<file path="src/rpo_pkg.sv">
package rpo_pkg;

    // fixed field widths
    localparam int FREQ_BITS   = 23;
    localparam int RAMP_FRAC   = 16;
    localparam int HZ_BITS     = 28;
    localparam int SAMPLE_BITS = 16;
    localparam int SINE_BITS   = 15;

    // parameter defaults
    localparam int SEG_LEN_BITS_DEF   = 16;
    localparam int SINE_ADDR_BITS_DEF = 10;
    localparam int AMP_BITS_DEF       = 16;

    localparam logic [HZ_BITS-1:0] HZ_RESET = 28'd22906493;

    // register index of hz_to_phase_step, byte address 4*index
    localparam int REG_HZ_IDX = 0;

    // odd-power sine polynomial, Q30
    localparam logic signed [31:0] COEF_C1 = 32'sd1686629713;
    localparam logic signed [31:0] COEF_C3 = -32'sd693598668;
    localparam logic signed [31:0] COEF_C5 = 32'sd85569306;
    localparam logic signed [31:0] COEF_C7 = -32'sd5026995;
    localparam logic signed [31:0] COEF_C9 = 32'sd172272;

    typedef logic [1:0] opcode_t;
    localparam opcode_t OP_TICK = 2'd0;
    localparam opcode_t OP_LOAD = 2'd1;
    localparam opcode_t OP_NEW  = 2'd2;

    // multiplier operand selection
    typedef logic [2:0] mul_sel_t;
    localparam mul_sel_t MUL_NONE = 3'd0;
    localparam mul_sel_t MUL_TT   = 3'd1;
    localparam mul_sel_t MUL_PT2  = 3'd2;
    localparam mul_sel_t MUL_PT   = 3'd3;
    localparam mul_sel_t MUL_AMP  = 3'd4;
    localparam mul_sel_t MUL_FRQ  = 3'd5;

    // what to do with the registered product
    typedef logic [3:0] post_sel_t;
    localparam post_sel_t POST_NONE = 4'd0;
    localparam post_sel_t POST_T2   = 4'd1;
    localparam post_sel_t POST_P7   = 4'd2;
    localparam post_sel_t POST_P5   = 4'd3;
    localparam post_sel_t POST_P3   = 4'd4;
    localparam post_sel_t POST_P1   = 4'd5;
    localparam post_sel_t POST_Y    = 4'd6;
    localparam post_sel_t POST_S    = 4'd7;
    localparam post_sel_t POST_SMP  = 4'd8;
    localparam post_sel_t POST_UPD  = 4'd9;

    typedef struct packed {
        mul_sel_t  mul_sel;
        post_sel_t post_sel;
    } uop_t;

    typedef struct packed {
        logic      phase_clr;
        logic      seg_load;
        logic      div_step;
        logic      div_amp_done;
        logic      div_freq_done;
        mul_sel_t  mul_sel;
        post_sel_t post_sel;
        logic      out_load;
        logic      out_idle;
    } cmd_t;

    typedef struct packed {
        logic len_zero;
        logic samples_zero;
    } stat_t;

    localparam int TICK_STEPS  = 17;
    localparam int TICK_STEP_W = $clog2(TICK_STEPS);

    function automatic int div_width(input int amp_bits);
        return ((amp_bits > FREQ_BITS) ? amp_bits : FREQ_BITS) + RAMP_FRAC;
    endfunction

    // per-sample microsequence: each multiply step is followed by a post step on its product
    function automatic uop_t tick_uop(input logic [TICK_STEP_W-1:0] step);
        uop_t u;
        u.mul_sel  = MUL_NONE;
        u.post_sel = POST_NONE;
        case (step)
            5'd0:  u.mul_sel  = MUL_TT;
            5'd1:  u.post_sel = POST_T2;
            5'd2:  u.mul_sel  = MUL_PT2;
            5'd3:  u.post_sel = POST_P7;
            5'd4:  u.mul_sel  = MUL_PT2;
            5'd5:  u.post_sel = POST_P5;
            5'd6:  u.mul_sel  = MUL_PT2;
            5'd7:  u.post_sel = POST_P3;
            5'd8:  u.mul_sel  = MUL_PT2;
            5'd9:  u.post_sel = POST_P1;
            5'd10: u.mul_sel  = MUL_PT;
            5'd11: u.post_sel = POST_Y;
            5'd12: u.post_sel = POST_S;
            5'd13: u.mul_sel  = MUL_AMP;
            5'd14: u.post_sel = POST_SMP;
            5'd15: u.mul_sel  = MUL_FRQ;
            5'd16: u.post_sel = POST_UPD;
            default: u.mul_sel = MUL_NONE;
        endcase
        return u;
    endfunction

endpackage

</file>
<file path="src/ramped_partial_oscillator_top.sv">
// Sample path: a tick word runs 17 sequencer steps on one shared 32x32 multiplier, then
//   loads the output register; an idle tick goes straight to the output register.
// Flow: s_tready is high only while idle, so a word is taken only once the last one is done;
//   a segment load holds s_tready low through the bit-serial restoring divider.
// Reset: aresetn synchronous, active low; clears phase, ramps and sample count, rate
//   register back to the 48 kHz value, no word in flight.
module ramped_partial_oscillator_top #(
    parameter int SEG_LEN_BITS   = rpo_pkg::SEG_LEN_BITS_DEF,
    parameter int SINE_ADDR_BITS = rpo_pkg::SINE_ADDR_BITS_DEF,
    parameter int AMP_BITS       = rpo_pkg::AMP_BITS_DEF
) (
    input  logic        aclk,
    input  logic        aresetn,
    // input word stream
    input  logic        s_tvalid,
    output logic        s_tready,
    input  logic [95:0] s_tdata,   // start_amp, end_amp, start_freq, end_freq, seg_length
    input  logic [1:0]  s_tuser,   // opcode
    // result stream
    output logic        m_tvalid,
    input  logic        m_tready,
    output logic [15:0] m_tdata,   // sample
    output logic        m_tlast,   // segment_last
    output logic [0:0]  m_tuser,   // idle
    // register port
    input  logic        psel,
    input  logic        penable,
    input  logic        pwrite,
    input  logic [2:0]  paddr,
    input  logic [31:0] pwdata,
    output logic [31:0] prdata,
    output logic        pready
);

    // word 0 at byte 0: hz_to_phase_step
    localparam logic [0:0] REG_HZ = 1'(rpo_pkg::REG_HZ_IDX);

    logic [rpo_pkg::HZ_BITS-1:0] hz_reg, hz_next;
    rpo_pkg::cmd_t  cmd;
    rpo_pkg::stat_t stat;

    // tdata field unpacking (lowest first)
    logic [15:0] start_amp, end_amp, seg_length;
    logic [22:0] start_freq, end_freq;

    assign start_amp  = s_tdata[15:0];
    assign end_amp    = s_tdata[31:16];
    assign start_freq = s_tdata[54:32];
    assign end_freq   = s_tdata[77:55];
    assign seg_length = s_tdata[93:78];

    // APB: no wait states, write lands on the access phase
    assign pready = 1'b1;
    assign prdata = (paddr[2:2] == REG_HZ) ? 32'(hz_reg) : '0;

    always_comb begin
        hz_next = hz_reg;
        if (psel && penable && pwrite && pready && paddr[2:2] == REG_HZ) begin
            hz_next = pwdata[rpo_pkg::HZ_BITS-1:0];
        end
    end

    always_ff @(posedge aclk) begin
        if (!aresetn) begin
            hz_reg <= rpo_pkg::HZ_RESET;
        end else begin
            hz_reg <= hz_next;
        end
    end

    // sequencer: handshakes, divide count, per-sample microsequence
    rpo_ctrl #(
        .AMP_BITS (AMP_BITS)
    ) u_ctrl (
        .aclk     (aclk),
        .aresetn  (aresetn),
        .s_tvalid (s_tvalid),
        .s_tready (s_tready),
        .opcode   (s_tuser),
        .m_tvalid (m_tvalid),
        .m_tready (m_tready),
        .stat     (stat),
        .cmd      (cmd)
    );

    // datapath: ramps, divider, sine polynomial, output register
    rpo_dp #(
        .SEG_LEN_BITS   (SEG_LEN_BITS),
        .SINE_ADDR_BITS (SINE_ADDR_BITS),
        .AMP_BITS       (AMP_BITS)
    ) u_dp (
        .aclk             (aclk),
        .aresetn          (aresetn),
        .cmd              (cmd),
        .stat             (stat),
        .start_amp        (start_amp),
        .end_amp          (end_amp),
        .start_freq       (start_freq),
        .end_freq         (end_freq),
        .seg_length       (seg_length),
        .hz_to_phase_step (hz_reg),
        .sample           (m_tdata),
        .segment_last     (m_tlast),
        .idle             (m_tuser[0])
    );

endmodule

</file>
<file path="src/rpo_dp.sv">
module rpo_dp #(
    parameter int SEG_LEN_BITS   = rpo_pkg::SEG_LEN_BITS_DEF,
    parameter int SINE_ADDR_BITS = rpo_pkg::SINE_ADDR_BITS_DEF,
    parameter int AMP_BITS       = rpo_pkg::AMP_BITS_DEF
) (
    input  logic                               aclk,
    input  logic                               aresetn,
    input  rpo_pkg::cmd_t                      cmd,
    output rpo_pkg::stat_t                     stat,
    input  logic [15:0]                        start_amp,
    input  logic [15:0]                        end_amp,
    input  logic [rpo_pkg::FREQ_BITS-1:0]      start_freq,
    input  logic [rpo_pkg::FREQ_BITS-1:0]      end_freq,
    input  logic [15:0]                        seg_length,
    input  logic [rpo_pkg::HZ_BITS-1:0]        hz_to_phase_step,
    output logic [rpo_pkg::SAMPLE_BITS-1:0]    sample,
    output logic                               segment_last,
    output logic                               idle
);

    localparam int FRAC   = rpo_pkg::RAMP_FRAC;
    localparam int FB     = rpo_pkg::FREQ_BITS;
    localparam int AACC_W = AMP_BITS + FRAC;
    localparam int FACC_W = FB + FRAC;
    localparam int DIV_W  = rpo_pkg::div_width(AMP_BITS);
    localparam int SB     = rpo_pkg::SINE_BITS;
    localparam logic [SINE_ADDR_BITS-2:0] QUARTER = {1'b1, {(SINE_ADDR_BITS-2){1'b0}}};

    // input decode
    logic [AMP_BITS-1:0]     a0, a1, amp_mag;
    logic [AMP_BITS:0]       amp_diff, amp_abs;
    logic [FB:0]             freq_diff, freq_abs;
    logic [SEG_LEN_BITS-1:0] len_in;

    // state
    logic [31:0]               phase_reg, phase_next;
    logic [AACC_W-1:0]         amp_acc_reg, amp_acc_next;
    logic signed [AACC_W:0]    amp_step_reg, amp_step_next;
    logic [FACC_W-1:0]         freq_acc_reg, freq_acc_next;
    logic signed [FACC_W:0]    freq_step_reg, freq_step_next;
    logic [SEG_LEN_BITS-1:0]   left_reg, left_next;

    // divider
    logic [SEG_LEN_BITS-1:0]   len_reg, len_next, rem_reg, rem_next;
    logic [DIV_W-1:0]          dq_reg, dq_next;
    logic                      amp_neg_reg, amp_neg_next, freq_neg_reg, freq_neg_next;
    logic [FB-1:0]             freq_mag_reg, freq_mag_next;
    logic [SEG_LEN_BITS:0]     rem_sh, rem_sub;
    logic                      div_ge;
    logic [SEG_LEN_BITS-1:0]   div_rem;
    logic [AACC_W-1:0]         amp_q;
    logic [FACC_W-1:0]         freq_q;
    logic signed [AACC_W:0]    amp_sum;
    logic signed [FACC_W:0]    freq_sum;

    // sine / multiplier
    logic [SINE_ADDR_BITS-1:0] idx;
    logic [1:0]                quad;
    logic [SINE_ADDR_BITS-3:0] r;
    logic [SINE_ADDR_BITS-2:0] pos;
    logic [30:0]               t;
    logic [31:0]               p_mag, mul_a, mul_b;
    logic                      mul_neg;
    logic [63:0]               mul_p;
    logic [63:0]               prod_reg, prod_next;
    logic                      neg_reg, neg_next;
    logic [30:0]               t2_reg, t2_next, y_reg, y_next;
    logic signed [31:0]        p_reg, p_next, q_s, hcoef;
    logic [SB-1:0]             s_reg, s_next, smp_mag, s_sat;
    logic [46:0]               s_wide;
    logic [16:0]               s_full;
    logic [15:0]               smp_reg, smp_next, smp_val;
    logic                      last_reg, last_next;
    logic [15:0]               sample_reg, sample_next;
    logic                      seg_last_reg, seg_last_next, idle_reg, idle_next;

    assign a0     = AMP_BITS'(start_amp);
    assign a1     = AMP_BITS'(end_amp);
    assign len_in = SEG_LEN_BITS'(seg_length);

    assign amp_diff  = {1'b0, a1} - {1'b0, a0};
    assign amp_abs   = amp_diff[AMP_BITS] ? (~amp_diff + 1'b1) : amp_diff;
    assign amp_mag   = amp_abs[AMP_BITS-1:0];
    assign freq_diff = {1'b0, end_freq} - {1'b0, start_freq};
    assign freq_abs  = freq_diff[FB] ? (~freq_diff + 1'b1) : freq_diff;

    assign stat.len_zero     = (len_in == '0);
    assign stat.samples_zero = (left_reg == '0);

    // restoring divider, one quotient bit per step
    assign rem_sh  = {rem_reg, dq_reg[DIV_W-1]};
    assign div_ge  = (rem_sh >= {1'b0, len_reg});
    assign rem_sub = rem_sh - {1'b0, len_reg};
    assign div_rem = div_ge ? rem_sub[SEG_LEN_BITS-1:0] : rem_sh[SEG_LEN_BITS-1:0];
    assign amp_q   = AACC_W'(dq_reg);
    assign freq_q  = FACC_W'(dq_reg);

    assign amp_sum  = $signed({1'b0, amp_acc_reg}) + amp_step_reg;
    assign freq_sum = $signed({1'b0, freq_acc_reg}) + freq_step_reg;

    // quarter-wave fold of the phase
    assign idx  = phase_reg[31 -: SINE_ADDR_BITS];
    assign quad = idx[SINE_ADDR_BITS-1 -: 2];
    assign r    = idx[SINE_ADDR_BITS-3:0];
    assign pos  = quad[0] ? (QUARTER - {1'b0, r}) : {1'b0, r};
    assign t    = {pos, {(32-SINE_ADDR_BITS){1'b0}}};

    assign p_mag = p_reg[31] ? (~p_reg + 32'd1) : p_reg;

    always_comb begin
        mul_a   = '0;
        mul_b   = '0;
        mul_neg = 1'b0;
        case (cmd.mul_sel)
            rpo_pkg::MUL_TT: begin
                mul_a = {1'b0, t};
                mul_b = {1'b0, t};
            end
            rpo_pkg::MUL_PT2: begin
                mul_a   = p_mag;
                mul_b   = {1'b0, t2_reg};
                mul_neg = p_reg[31];
            end
            rpo_pkg::MUL_PT: begin
                mul_a   = p_mag;
                mul_b   = {1'b0, t};
                mul_neg = p_reg[31];
            end
            rpo_pkg::MUL_AMP: begin
                mul_a = 32'(amp_acc_reg[AACC_W-1:FRAC]);
                mul_b = 32'(s_reg);
            end
            rpo_pkg::MUL_FRQ: begin
                mul_a = 32'(freq_acc_reg[FACC_W-1:FRAC]);
                mul_b = 32'(hz_to_phase_step);
            end
            default: mul_a = '0;
        endcase
    end

    assign mul_p = mul_a * mul_b;

    // Q30 product, truncated toward zero
    assign q_s = neg_reg ? -$signed({1'b0, prod_reg[60:30]}) : $signed({1'b0, prod_reg[60:30]});

    always_comb begin
        case (cmd.post_sel)
            rpo_pkg::POST_P7: hcoef = rpo_pkg::COEF_C7;
            rpo_pkg::POST_P5: hcoef = rpo_pkg::COEF_C5;
            rpo_pkg::POST_P3: hcoef = rpo_pkg::COEF_C3;
            rpo_pkg::POST_P1: hcoef = rpo_pkg::COEF_C1;
            default:          hcoef = '0;
        endcase
    end

    // y * 32767 rounded back to Q15
    assign s_wide  = {1'b0, y_reg, 15'b0} - {16'b0, y_reg} + (47'd1 << 29);
    assign s_full  = s_wide[46:30];
    assign s_sat   = (s_full > 17'd32767) ? {SB{1'b1}} : s_full[SB-1:0];
    assign smp_mag = prod_reg[AMP_BITS +: SB];
    assign smp_val = quad[1] ? (16'd0 - {1'b0, smp_mag}) : {1'b0, smp_mag};

    always_comb begin
        phase_next     = phase_reg;
        amp_acc_next   = amp_acc_reg;
        amp_step_next  = amp_step_reg;
        freq_acc_next  = freq_acc_reg;
        freq_step_next = freq_step_reg;
        left_next      = left_reg;
        len_next       = len_reg;
        rem_next       = rem_reg;
        dq_next        = dq_reg;
        amp_neg_next   = amp_neg_reg;
        freq_neg_next  = freq_neg_reg;
        freq_mag_next  = freq_mag_reg;
        prod_next      = prod_reg;
        neg_next       = neg_reg;
        t2_next        = t2_reg;
        p_next         = p_reg;
        y_next         = y_reg;
        s_next         = s_reg;
        smp_next       = smp_reg;
        last_next      = last_reg;
        sample_next    = sample_reg;
        seg_last_next  = seg_last_reg;
        idle_next      = idle_reg;

        if (cmd.phase_clr) begin
            phase_next = '0;
        end
        if (cmd.seg_load) begin
            amp_acc_next  = {a0, {FRAC{1'b0}}};
            freq_acc_next = {start_freq, {FRAC{1'b0}}};
            left_next     = len_in;
            len_next      = len_in;
            amp_neg_next  = amp_diff[AMP_BITS];
            freq_neg_next = freq_diff[FB];
            freq_mag_next = freq_abs[FB-1:0];
            dq_next       = DIV_W'({amp_mag, {FRAC{1'b0}}});
            rem_next      = '0;
        end
        if (cmd.div_step) begin
            dq_next  = {dq_reg[DIV_W-2:0], div_ge};
            rem_next = div_rem;
        end
        if (cmd.div_amp_done) begin
            amp_step_next = amp_neg_reg ? -$signed({1'b0, amp_q}) : $signed({1'b0, amp_q});
            dq_next       = DIV_W'({freq_mag_reg, {FRAC{1'b0}}});
            rem_next      = '0;
        end
        if (cmd.div_freq_done) begin
            freq_step_next = freq_neg_reg ? -$signed({1'b0, freq_q}) : $signed({1'b0, freq_q});
        end
        if (cmd.mul_sel != rpo_pkg::MUL_NONE) begin
            prod_next = mul_p;
            neg_next  = mul_neg;
        end
        case (cmd.post_sel)
            rpo_pkg::POST_T2: begin
                t2_next = prod_reg[60:30];
                p_next  = rpo_pkg::COEF_C9;
            end
            rpo_pkg::POST_P7, rpo_pkg::POST_P5, rpo_pkg::POST_P3, rpo_pkg::POST_P1: begin
                p_next = hcoef + q_s;
            end
            rpo_pkg::POST_Y: begin
                y_next = q_s[31] ? '0 : q_s[30:0];
            end
            rpo_pkg::POST_S: begin
                s_next = s_sat;
            end
            rpo_pkg::POST_SMP: begin
                smp_next  = smp_val;
                last_next = (left_reg == SEG_LEN_BITS'(1));
            end
            rpo_pkg::POST_UPD: begin
                phase_next    = phase_reg + prod_reg[47:16];
                amp_acc_next  = amp_sum[AACC_W-1:0];
                freq_acc_next = freq_sum[FACC_W-1:0];
                left_next     = left_reg - SEG_LEN_BITS'(1);
            end
            default: ;
        endcase
        if (cmd.out_load) begin
            sample_next   = cmd.out_idle ? '0 : smp_reg;
            seg_last_next = cmd.out_idle ? 1'b0 : last_reg;
            idle_next     = cmd.out_idle;
        end
    end

    always_ff @(posedge aclk) begin
        if (!aresetn) begin
            phase_reg     <= '0;
            amp_acc_reg   <= '0;
            amp_step_reg  <= '0;
            freq_acc_reg  <= '0;
            freq_step_reg <= '0;
            left_reg      <= '0;
        end else begin
            phase_reg     <= phase_next;
            amp_acc_reg   <= amp_acc_next;
            amp_step_reg  <= amp_step_next;
            freq_acc_reg  <= freq_acc_next;
            freq_step_reg <= freq_step_next;
            left_reg      <= left_next;
        end
    end

    always_ff @(posedge aclk) begin
        len_reg      <= len_next;
        rem_reg      <= rem_next;
        dq_reg       <= dq_next;
        amp_neg_reg  <= amp_neg_next;
        freq_neg_reg <= freq_neg_next;
        freq_mag_reg <= freq_mag_next;
        prod_reg     <= prod_next;
        neg_reg      <= neg_next;
        t2_reg       <= t2_next;
        p_reg        <= p_next;
        y_reg        <= y_next;
        s_reg        <= s_next;
        smp_reg      <= smp_next;
        last_reg     <= last_next;
        sample_reg   <= sample_next;
        seg_last_reg <= seg_last_next;
        idle_reg     <= idle_next;
    end

    assign sample       = sample_reg;
    assign segment_last = seg_last_reg;
    assign idle         = idle_reg;

endmodule

</file>
<file path="src/rpo_ctrl.sv">
module rpo_ctrl #(
    parameter int AMP_BITS = rpo_pkg::AMP_BITS_DEF
) (
    input  logic             aclk,
    input  logic             aresetn,
    input  logic             s_tvalid,
    output logic             s_tready,
    input  rpo_pkg::opcode_t opcode,
    output logic             m_tvalid,
    input  logic             m_tready,
    input  rpo_pkg::stat_t   stat,
    output rpo_pkg::cmd_t    cmd
);

    localparam int DIV_W = rpo_pkg::div_width(AMP_BITS);
    localparam int CNT_W = $clog2(DIV_W + 1);
    localparam int SW    = rpo_pkg::TICK_STEP_W;

    localparam logic [2:0] ST_IDLE    = 3'd0;
    localparam logic [2:0] ST_DIV_AMP = 3'd1;
    localparam logic [2:0] ST_DIV_FRQ = 3'd2;
    localparam logic [2:0] ST_TICK    = 3'd3;
    localparam logic [2:0] ST_OUT     = 3'd4;

    logic [2:0]       state_reg, state_next;
    logic [CNT_W-1:0] cnt_reg, cnt_next;
    logic [SW-1:0]    step_reg, step_next;
    logic             idle_pend_reg, idle_pend_next;
    logic             m_valid_reg, m_valid_next;
    logic             accept, out_free;
    rpo_pkg::uop_t    uop;

    assign s_tready = (state_reg == ST_IDLE);
    assign accept   = s_tvalid && s_tready;
    assign out_free = !m_valid_reg || m_tready;
    assign uop      = rpo_pkg::tick_uop(step_reg);
    assign m_tvalid = m_valid_reg;

    always_comb begin
        state_next     = state_reg;
        cnt_next       = cnt_reg;
        step_next      = step_reg;
        idle_pend_next = idle_pend_reg;
        cmd            = '0;
        cmd.mul_sel    = rpo_pkg::MUL_NONE;
        cmd.post_sel   = rpo_pkg::POST_NONE;

        case (state_reg)
            ST_IDLE: begin
                if (accept) begin
                    case (opcode)
                        rpo_pkg::OP_NEW: begin
                            cmd.phase_clr = 1'b1;
                        end
                        rpo_pkg::OP_LOAD: begin
                            if (!stat.len_zero) begin
                                cmd.seg_load = 1'b1;
                                cnt_next     = '0;
                                state_next   = ST_DIV_AMP;
                            end
                        end
                        rpo_pkg::OP_TICK: begin
                            if (stat.samples_zero) begin
                                idle_pend_next = 1'b1;
                                state_next     = ST_OUT;
                            end else begin
                                idle_pend_next = 1'b0;
                                step_next      = '0;
                                state_next     = ST_TICK;
                            end
                        end
                        default: ;
                    endcase
                end
            end
            ST_DIV_AMP: begin
                if (cnt_reg == CNT_W'(DIV_W)) begin
                    cmd.div_amp_done = 1'b1;
                    cnt_next         = '0;
                    state_next       = ST_DIV_FRQ;
                end else begin
                    cmd.div_step = 1'b1;
                    cnt_next     = cnt_reg + CNT_W'(1);
                end
            end
            ST_DIV_FRQ: begin
                if (cnt_reg == CNT_W'(DIV_W)) begin
                    cmd.div_freq_done = 1'b1;
                    state_next        = ST_IDLE;
                end else begin
                    cmd.div_step = 1'b1;
                    cnt_next     = cnt_reg + CNT_W'(1);
                end
            end
            ST_TICK: begin
                cmd.mul_sel  = uop.mul_sel;
                cmd.post_sel = uop.post_sel;
                if (step_reg == SW'(rpo_pkg::TICK_STEPS - 1)) begin
                    state_next = ST_OUT;
                end else begin
                    step_next = step_reg + SW'(1);
                end
            end
            ST_OUT: begin
                if (out_free) begin
                    cmd.out_load = 1'b1;
                    cmd.out_idle = idle_pend_reg;
                    state_next   = ST_IDLE;
                end
            end
            default: state_next = ST_IDLE;
        endcase
    end

    always_comb begin
        m_valid_next = m_valid_reg;
        if (cmd.out_load) begin
            m_valid_next = 1'b1;
        end else if (m_tready) begin
            m_valid_next = 1'b0;
        end
    end

    always_ff @(posedge aclk) begin
        if (!aresetn) begin
            state_reg     <= ST_IDLE;
            cnt_reg       <= '0;
            step_reg      <= '0;
            idle_pend_reg <= 1'b0;
            m_valid_reg   <= 1'b0;
        end else begin
            state_reg     <= state_next;
            cnt_reg       <= cnt_next;
            step_reg      <= step_next;
            idle_pend_reg <= idle_pend_next;
            m_valid_reg   <= m_valid_next;
        end
    end

    // no datapath work while a new word is taken
    a_accept_quiet: assert property (@(posedge aclk) disable iff (!aresetn)
        accept |-> (cmd.mul_sel == rpo_pkg::MUL_NONE && !cmd.div_step && !cmd.out_load))
        else $error("datapath busy while taking a word");

    // the result register only fills from the sequencer
    a_valid_src: assert property (@(posedge aclk) disable iff (!aresetn)
        $rose(m_valid_reg) |-> $past(cmd.out_load))
        else $error("m_tvalid rose without a load");

    // a computed sample always has samples left at its start
    a_tick_live: assert property (@(posedge aclk) disable iff (!aresetn)
        (state_reg == ST_TICK && step_reg == '0) |-> !stat.samples_zero)
        else $error("sample computed with no samples left");

    // a stalled result keeps the next one parked
    a_out_hold: assert property (@(posedge aclk) disable iff (!aresetn)
        (state_reg == ST_OUT && m_valid_reg && !m_tready) |=> (state_reg == ST_OUT))
        else $error("result overwritten under back-pressure");

    // both steps done puts the block back to taking words
    a_div_end: assert property (@(posedge aclk) disable iff (!aresetn)
        cmd.div_freq_done |=> s_tready)
        else $error("no return to idle after the divide");

endmodule

</file>
<file path="config.mk">
export PLATFORM = sky130hd
export DESIGN_NAME = ramped_partial_oscillator_top
export DESIGN_NICKNAME = d
export VERILOG_FILES = /design/src/rpo_pkg.sv /design/src/ramped_partial_oscillator_top.sv /design/src/rpo_dp.sv /design/src/rpo_ctrl.sv
export SDC_FILE = /design/constraint.sdc
export NUM_CORES = 2
export LEC_CHECK = 0
export BUFFER_PORTS_ARGS = -buffer_cell sky130_fd_sc_hd__buf_2
export CORE_ASPECT_RATIO = 0.9
export CORE_UTILIZATION = 65
export CTS_BUF_LIST = sky130_fd_sc_hd__clkbuf_16
export CTS_CLUSTER_DIAMETER = 100
export CTS_CLUSTER_SIZE = 14
export DETAILED_ROUTE_END_ITERATION = 8
export PLACE_DENSITY = 0.82
export SLEW_MARGIN = 10
export SYNTH_ARGS = -nofsm -noshare
export SYNTH_HDL_FRONTEND = slang
export SYNTH_SLANG_ARGS = --single-unit
</file>
<file path="constraint.sdc">
create_clock -name aclk -period 13.1 [get_ports aclk]
set_input_delay 1.31 -clock aclk [delete_from_list [all_inputs] [get_ports aclk]]
set_output_delay 1.31 -clock aclk [all_outputs]
set_load 0.1 [all_outputs]
</file>
Word level (Yosys, flattened, before mapping)
Cells that the tools add are included.

Output and inout bits: 53. Memories kept: 0. Bits in read-only memories: 0. Bits in latches: 0. Memory bits (writable): 0. Flip-flop bits (word level): 536.

Mux-type cells: 65. Multiply operators: 1. Reductions and logical operators: 29. Shifts and indexed selects: 0. Div/mod/pow operators: 0. Equal/unequal tests: 51. Magnitude comparators: 2. Bitwise gates (word level): 4. Add/sub/neg operators: 20.

Operators with widths (count): one-hot mux 32 bit (4 select lines) (2); two-way mux 39 bit (6); two-way mux 32 bit (7); one-hot mux 31 bit (4 select lines) (1); adder 32 bit (3); two-way mux 16 bit (6); one-hot mux 32 bit (2 select lines) (1); multiplier 32 x 31 -> 61 bit (1); adder 47 x 30 -> 47 bit, second input constant (1); subtractor 46 x 31 -> 47 bit (1); == test 5 x 4 -> 1 bit, second input constant (8); adder 39 bit (1); negator 39 bit (1); one-hot mux 4 bit (9 select lines) (1); adder 32 x 1 -> 32 bit, second input constant (1); zero test 16 bit (2); negator 31 -> 32 bit (1); negator 32 bit (1); inverter 32 bit (1); two-way mux 6 bit (5); one-hot mux 3 bit (5 select lines) (2); two-way mux 28 bit (1); subtractor 23 x 23 -> 24 bit (1); adder 23 x 1 -> 23 bit, second input constant (1); other kinds (55) (116).

Logic depth before layout (Yosys ltp)
Depth in word-level cells: 8. Depth in mapped cells: 42. Depth with buffers taken out: 39.

Cells and area by module
From an unflattened synthesis, not the netlist that was laid out.

Cells, all modules: 7290. Area total of the unflattened synthesis: 65355.2 um2.

By module, submodules not included: rpo_dp (cells each 6973, area each 62628.8 um2, seq. area each 12071.6 um2, times used 1); ramped_partial_oscillator_top (cells each 160, area each 1448.9 um2, seq. area each 560.5 um2, times used 1); rpo_ctrl (cells each 157, area each 1277.5 um2, seq. area each 320.3 um2, times used 1).

Worst setup path after synthesis
OpenSTA, ideal clock, no wires.

Kind: register -> register. Start: register u_ctrl.step_reg[0]. End: register u_dp.prod_reg[55], data pin. Data required time: 12.838 ns. Cell stages (with the launch flop): 40. Buffers on the path: 5. Arrival time: 9.734 ns. Slack: 3.104 ns. Cell sequence: dfxtp_1 > ha_1 > and3_1 > ha_1 > buf_6 > nand4bb_1 > or2_2 > clkbuf_1 > nor2_1 > clkbuf_1 > nand2_1 > and2_1 > clkbuf_1 > clkbuf_1 > nor2_1 > fa_1 > fa_1 > fa_1 > [... 4 more ...] > inv_1 > fa_1 > inv_1 > fa_1 > fa_1 > ha_1 > nand4_1 > a21o_1 > a31oi_1 > a221o_1 > a221o_1 > o2111ai_1 > o22ai_2 > a2111oi_0 > nor2_1 > a21oi_1 > o21bai_1 > xor2_1.

Word-level cells in the longest chain between the ends: 8. Elaborated cells on any way between the ends: 21. Classes of those cells: mul: 1; eq/ne: 12; mux: 4; reduce/logical: 4.

RTL lines: from (decl) (line rpo_ctrl.sv:27) `logic [SW-1:0] step_reg, step_next;`; from (signal assigned) (line rpo_ctrl.sv:134) `step_reg <= step_next;`; == test 5 x 2 -> 1 bit, or another cell as far along (line rpo_pkg.sv:88) `case (step)`; OR reduction 4 bit (no line); one-hot mux 3 bit (5 select lines) (*) (line rpo_pkg.sv:88); two-way mux 7 bit (*) (line rpo_ctrl.sv:48) `case (state_reg)`; == test 3 x 2 -> 1 bit or == test 3 x 1 -> 1 bit (tied branches) (line rpo_dp.sv:114) `case (cmd.mul_sel)`; OR reduction 2 bit (no line); one-hot mux 32 bit (4 select lines) or one-hot mux 31 bit (4 select lines) (tied branches) (line rpo_dp.sv:114); multiplier 32 x 31 -> 61 bit (*) (line rpo_dp.sv:141) `assign mul_p = mul_a * mul_b;`; net u_dp.mul_p[55] (line rpo_dp.sv:64) `logic [63:0] mul_p;`; to (signal assigned) (line rpo_dp.sv:276) `prod_reg <= prod_next;`; to (decl) (line rpo_dp.sv:65) `logic [63:0] prod_reg, prod_next;`.

Mark *: on every way through the listed nets, which the timed path passes. The rest lies on a longest branch. A chain may end at the register's enable or synchronous reset.

Worst setup path in the final report
Same ends and word-level chain as after synthesis.

==> impl_metrics.env <==
export IMPL_detail_route_iter0_violations=5832
export IMPL_synthTopCellsByArea="fa_1 (27%), edfxtp_1 (12%), ha_1 (9.5%)"
export IMPL_grtUsageTotal_pct=39.1
export IMPL_synthMuxAreaShare_pct=0.471
export IMPL_fmax_mhz=82.8
export IMPL_avgSynthCellArea_sq_um=8.83
export IMPL_synth_compound_area_share_pct=12.5
export IMPL_synth_xor_area_share_pct=5.36
export IMPL_ys_types=100
export IMPL_root_buffer="clkbuf_16"
export IMPL_cts_hold_buffers=0
export IMPL_max_stage_delay_ns=0.82
export IMPL_crit_path_max_fanout=26
export IMPL_largest_reg_flops=45
export IMPL_grt_max_degree=82
export IMPL_h_tree_depth=2
export IMPL_portBuffers=179
export IMPL_min_period_ns=12.08
export IMPL_dp_cells=8471
export IMPL_required_ns=13.46
export IMPL_grt_pass1_wl_mm=299
export IMPL_cts_path_max_buffers=3
export IMPL_die_width_um=332
export IMPL_clk_latency_ns=0.62
export IMPL_cpMaxStageDelayCell="and2_1"
export IMPL_peakVddDrop_uv=114
export IMPL_hold_violations=0
export IMPL_drive_gt1_share_pct=6.57
export IMPL_synth_top_area_share_pct=27.4
export IMPL_final_core_util_pct=69.9
export IMPL_rows=108
export IMPL_synth_top_cell_by_area="fa_1"
export IMPL_synth_edf_count=254
export IMPL_async_flop_share_pct=0
export IMPL_tritoncts="built"
export IMPL_dpl_hpwl_mm=152
export IMPL_worst_setup_path_end_kind="register"
export IMPL_coreArea_sq_mm=0.0968
export IMPL_ys_flop_type="dfxtp_1"
export IMPL_yosys_area_share_adder_pct=36.8
export IMPL_cpMostUsedCell="fa_1"
export IMPL_place_gp_congestion=1.08
export IMPL_rsz0062_at_grt="false"
export IMPL_synth_top_family_by_area="adder cells"
export IMPL_cts_buffers_inserted=43
export IMPL_synth_simple_gate_area_share_pct=16.5
export IMPL_skew_ns=0.0418
export IMPL_drt_pass1_iter_count=9
export IMPL_cts_setup_buffers=0
export IMPL_final_cell_mix="inv_1 (1029), nand2_1 (979), fa_1 (871)"
export IMPL_status="finished clean"
export IMPL_die_height_um=299
export IMPL_vias=53557
export IMPL_layout_area_overhead_vs_synth_pct=6.08
export IMPL_tns_ns=0
export IMPL_antenna_found_initial=8
export IMPL_yosys_warnings=0
export IMPL_powerDensity_mw_per_mm2=69.1
export IMPL_cts_resized=0
export IMPL_max_slew_margin_pct=12.1
export IMPL_overflow=0
export IMPL_layout_commonest_cell="inv_1"
export IMPL_start_util_pct=65.9
export IMPL_routed_wl_mm=193
export IMPL_ant_nets=0
export IMPL_synth_area_sq_mm=0.0637
export IMPL_dieArea_sq_mm=0.0993
export IMPL_viasPerCell=6.26
export IMPL_worstMarginPinSlew_ns=1.32
export IMPL_ys_ff_latch=520
export IMPL_grt_pass1_vias=52832
export IMPL_nets=8744
export IMPL_clkSinkCount=520
export IMPL_maxCapViolCount=0
export IMPL_ys_seq_area_share_pct=20.3
export IMPL_fin_ws_ns=1.02
export IMPL_hold_ws_ns=0.465
export IMPL_slew_violations=0
export IMPL_p_leak_nw=31.0
export IMPL_drc=0
export IMPL_worst_setup_path_start_kind="register"
export IMPL_wl_per_cell_um=22.6
export IMPL_syn_inst=7218
export IMPL_critPathKind="reg -> reg"
export IMPL_clk_pin_slew_ns=0.07
export IMPL_stdcell_count=8550
export IMPL_post_place_ws_ns=1.42
export IMPL_post_route_period_util_pct=92.2
export IMPL_hold_path_class="reg -> reg"
export IMPL_finalSetupViolations=0
export IMPL_crit_arrival_ns=12.44
export IMPL_ioPinCount=193
==> cell usage after synthesis (42+ instances only) <==
cell type / number
a211oi_1: 90
nand3_1: 111
edfxtp_1: 254
fa_1: 871
o21ai_0: 181
nor2_1: 793
nand2b_1: 48
xor2_1: 193
dfxtp_1: 266
xnor2_1: 195
nor3_1: 73
inv_1: 1003
nand2_1: 979
clkbuf_1: 308
a21oi_1: 298
a22oi_1: 56
ha_1: 482
or3_1: 51
and2_1: 51
o211ai_1: 42
nor2b_1: 95
a21o_1: 131
==> metal layers <==
metal / track usage, % / wire length (um)
met2: 57.4 / 81100
met5: 0 / 55
met1: 52.3 / 72900
met3: 12.6 / 27800
met4: 19.5 / 11600
==> worst max-delay path, delay by kind of cell, from the launching register on <==
kind,cells,cell delay [ns]
fa+ha+maj,11,4.99
compound gates,11,3.99
simple gates,6,1.71
buf+inv,5,0.54
flops,1,0.36
xor+xnor,1,0.16
==> power breakdown <==
group          switching, mW  internal, mW
clock                  0.624         0.620
sequential             0.175          1.85
combinational          0.892         0.511
total                   1.69          2.98
==> cells by family (layout without fill, tap and decap cells) <==
family          count (synthesis)  in the layout
compound gates               1176           1176
xor+xnor                      389            389
fa+ha+maj                    1353           1353
buf+inv                      1353           1413
flops                         520            520
mux                            29             29
other cells                     2              9
simple gates                 2396           2396
==> stage by stage <==
step / total power [mW] / cell area, sq um
finish: 4.67 / 67600
floorplan: 3.03 / 63800
global placement: 3.38 / 66400
global route: 4.88 / 67600
detailed placement: 3.41 / 66400
CTS: 4.64 / 67600
==> worst paths after layout <==
path,startpoint,to,slack [ns],depth (start not counted)
worst max-delay path,u_ctrl.step_reg[0],u_dp.prod_reg[55],1.02,34
worst min-delay path,u_dp.amp_step_reg[0],u_dp.amp_step_reg[0],0.47,2
worst max register to register,u_ctrl.step_reg[0],u_dp.prod_reg[55],1.02,34
worst min register to register,u_dp.amp_step_reg[0],u_dp.amp_step_reg[0],0.47,2
==> area by class of cell <==
cell class                 instances  area, sq um
clock buffer                      45         1130
inverter                        1005         3780
clock inverter                    30          135
antenna                            4         10.0
multi-input combinational       5348        46000
fill                            7464        29100
timing repair buffer             333         2060
tap                             1265         1580
sequential                       520        13000
Note: power is estimated with default switching activity, not from simulation.
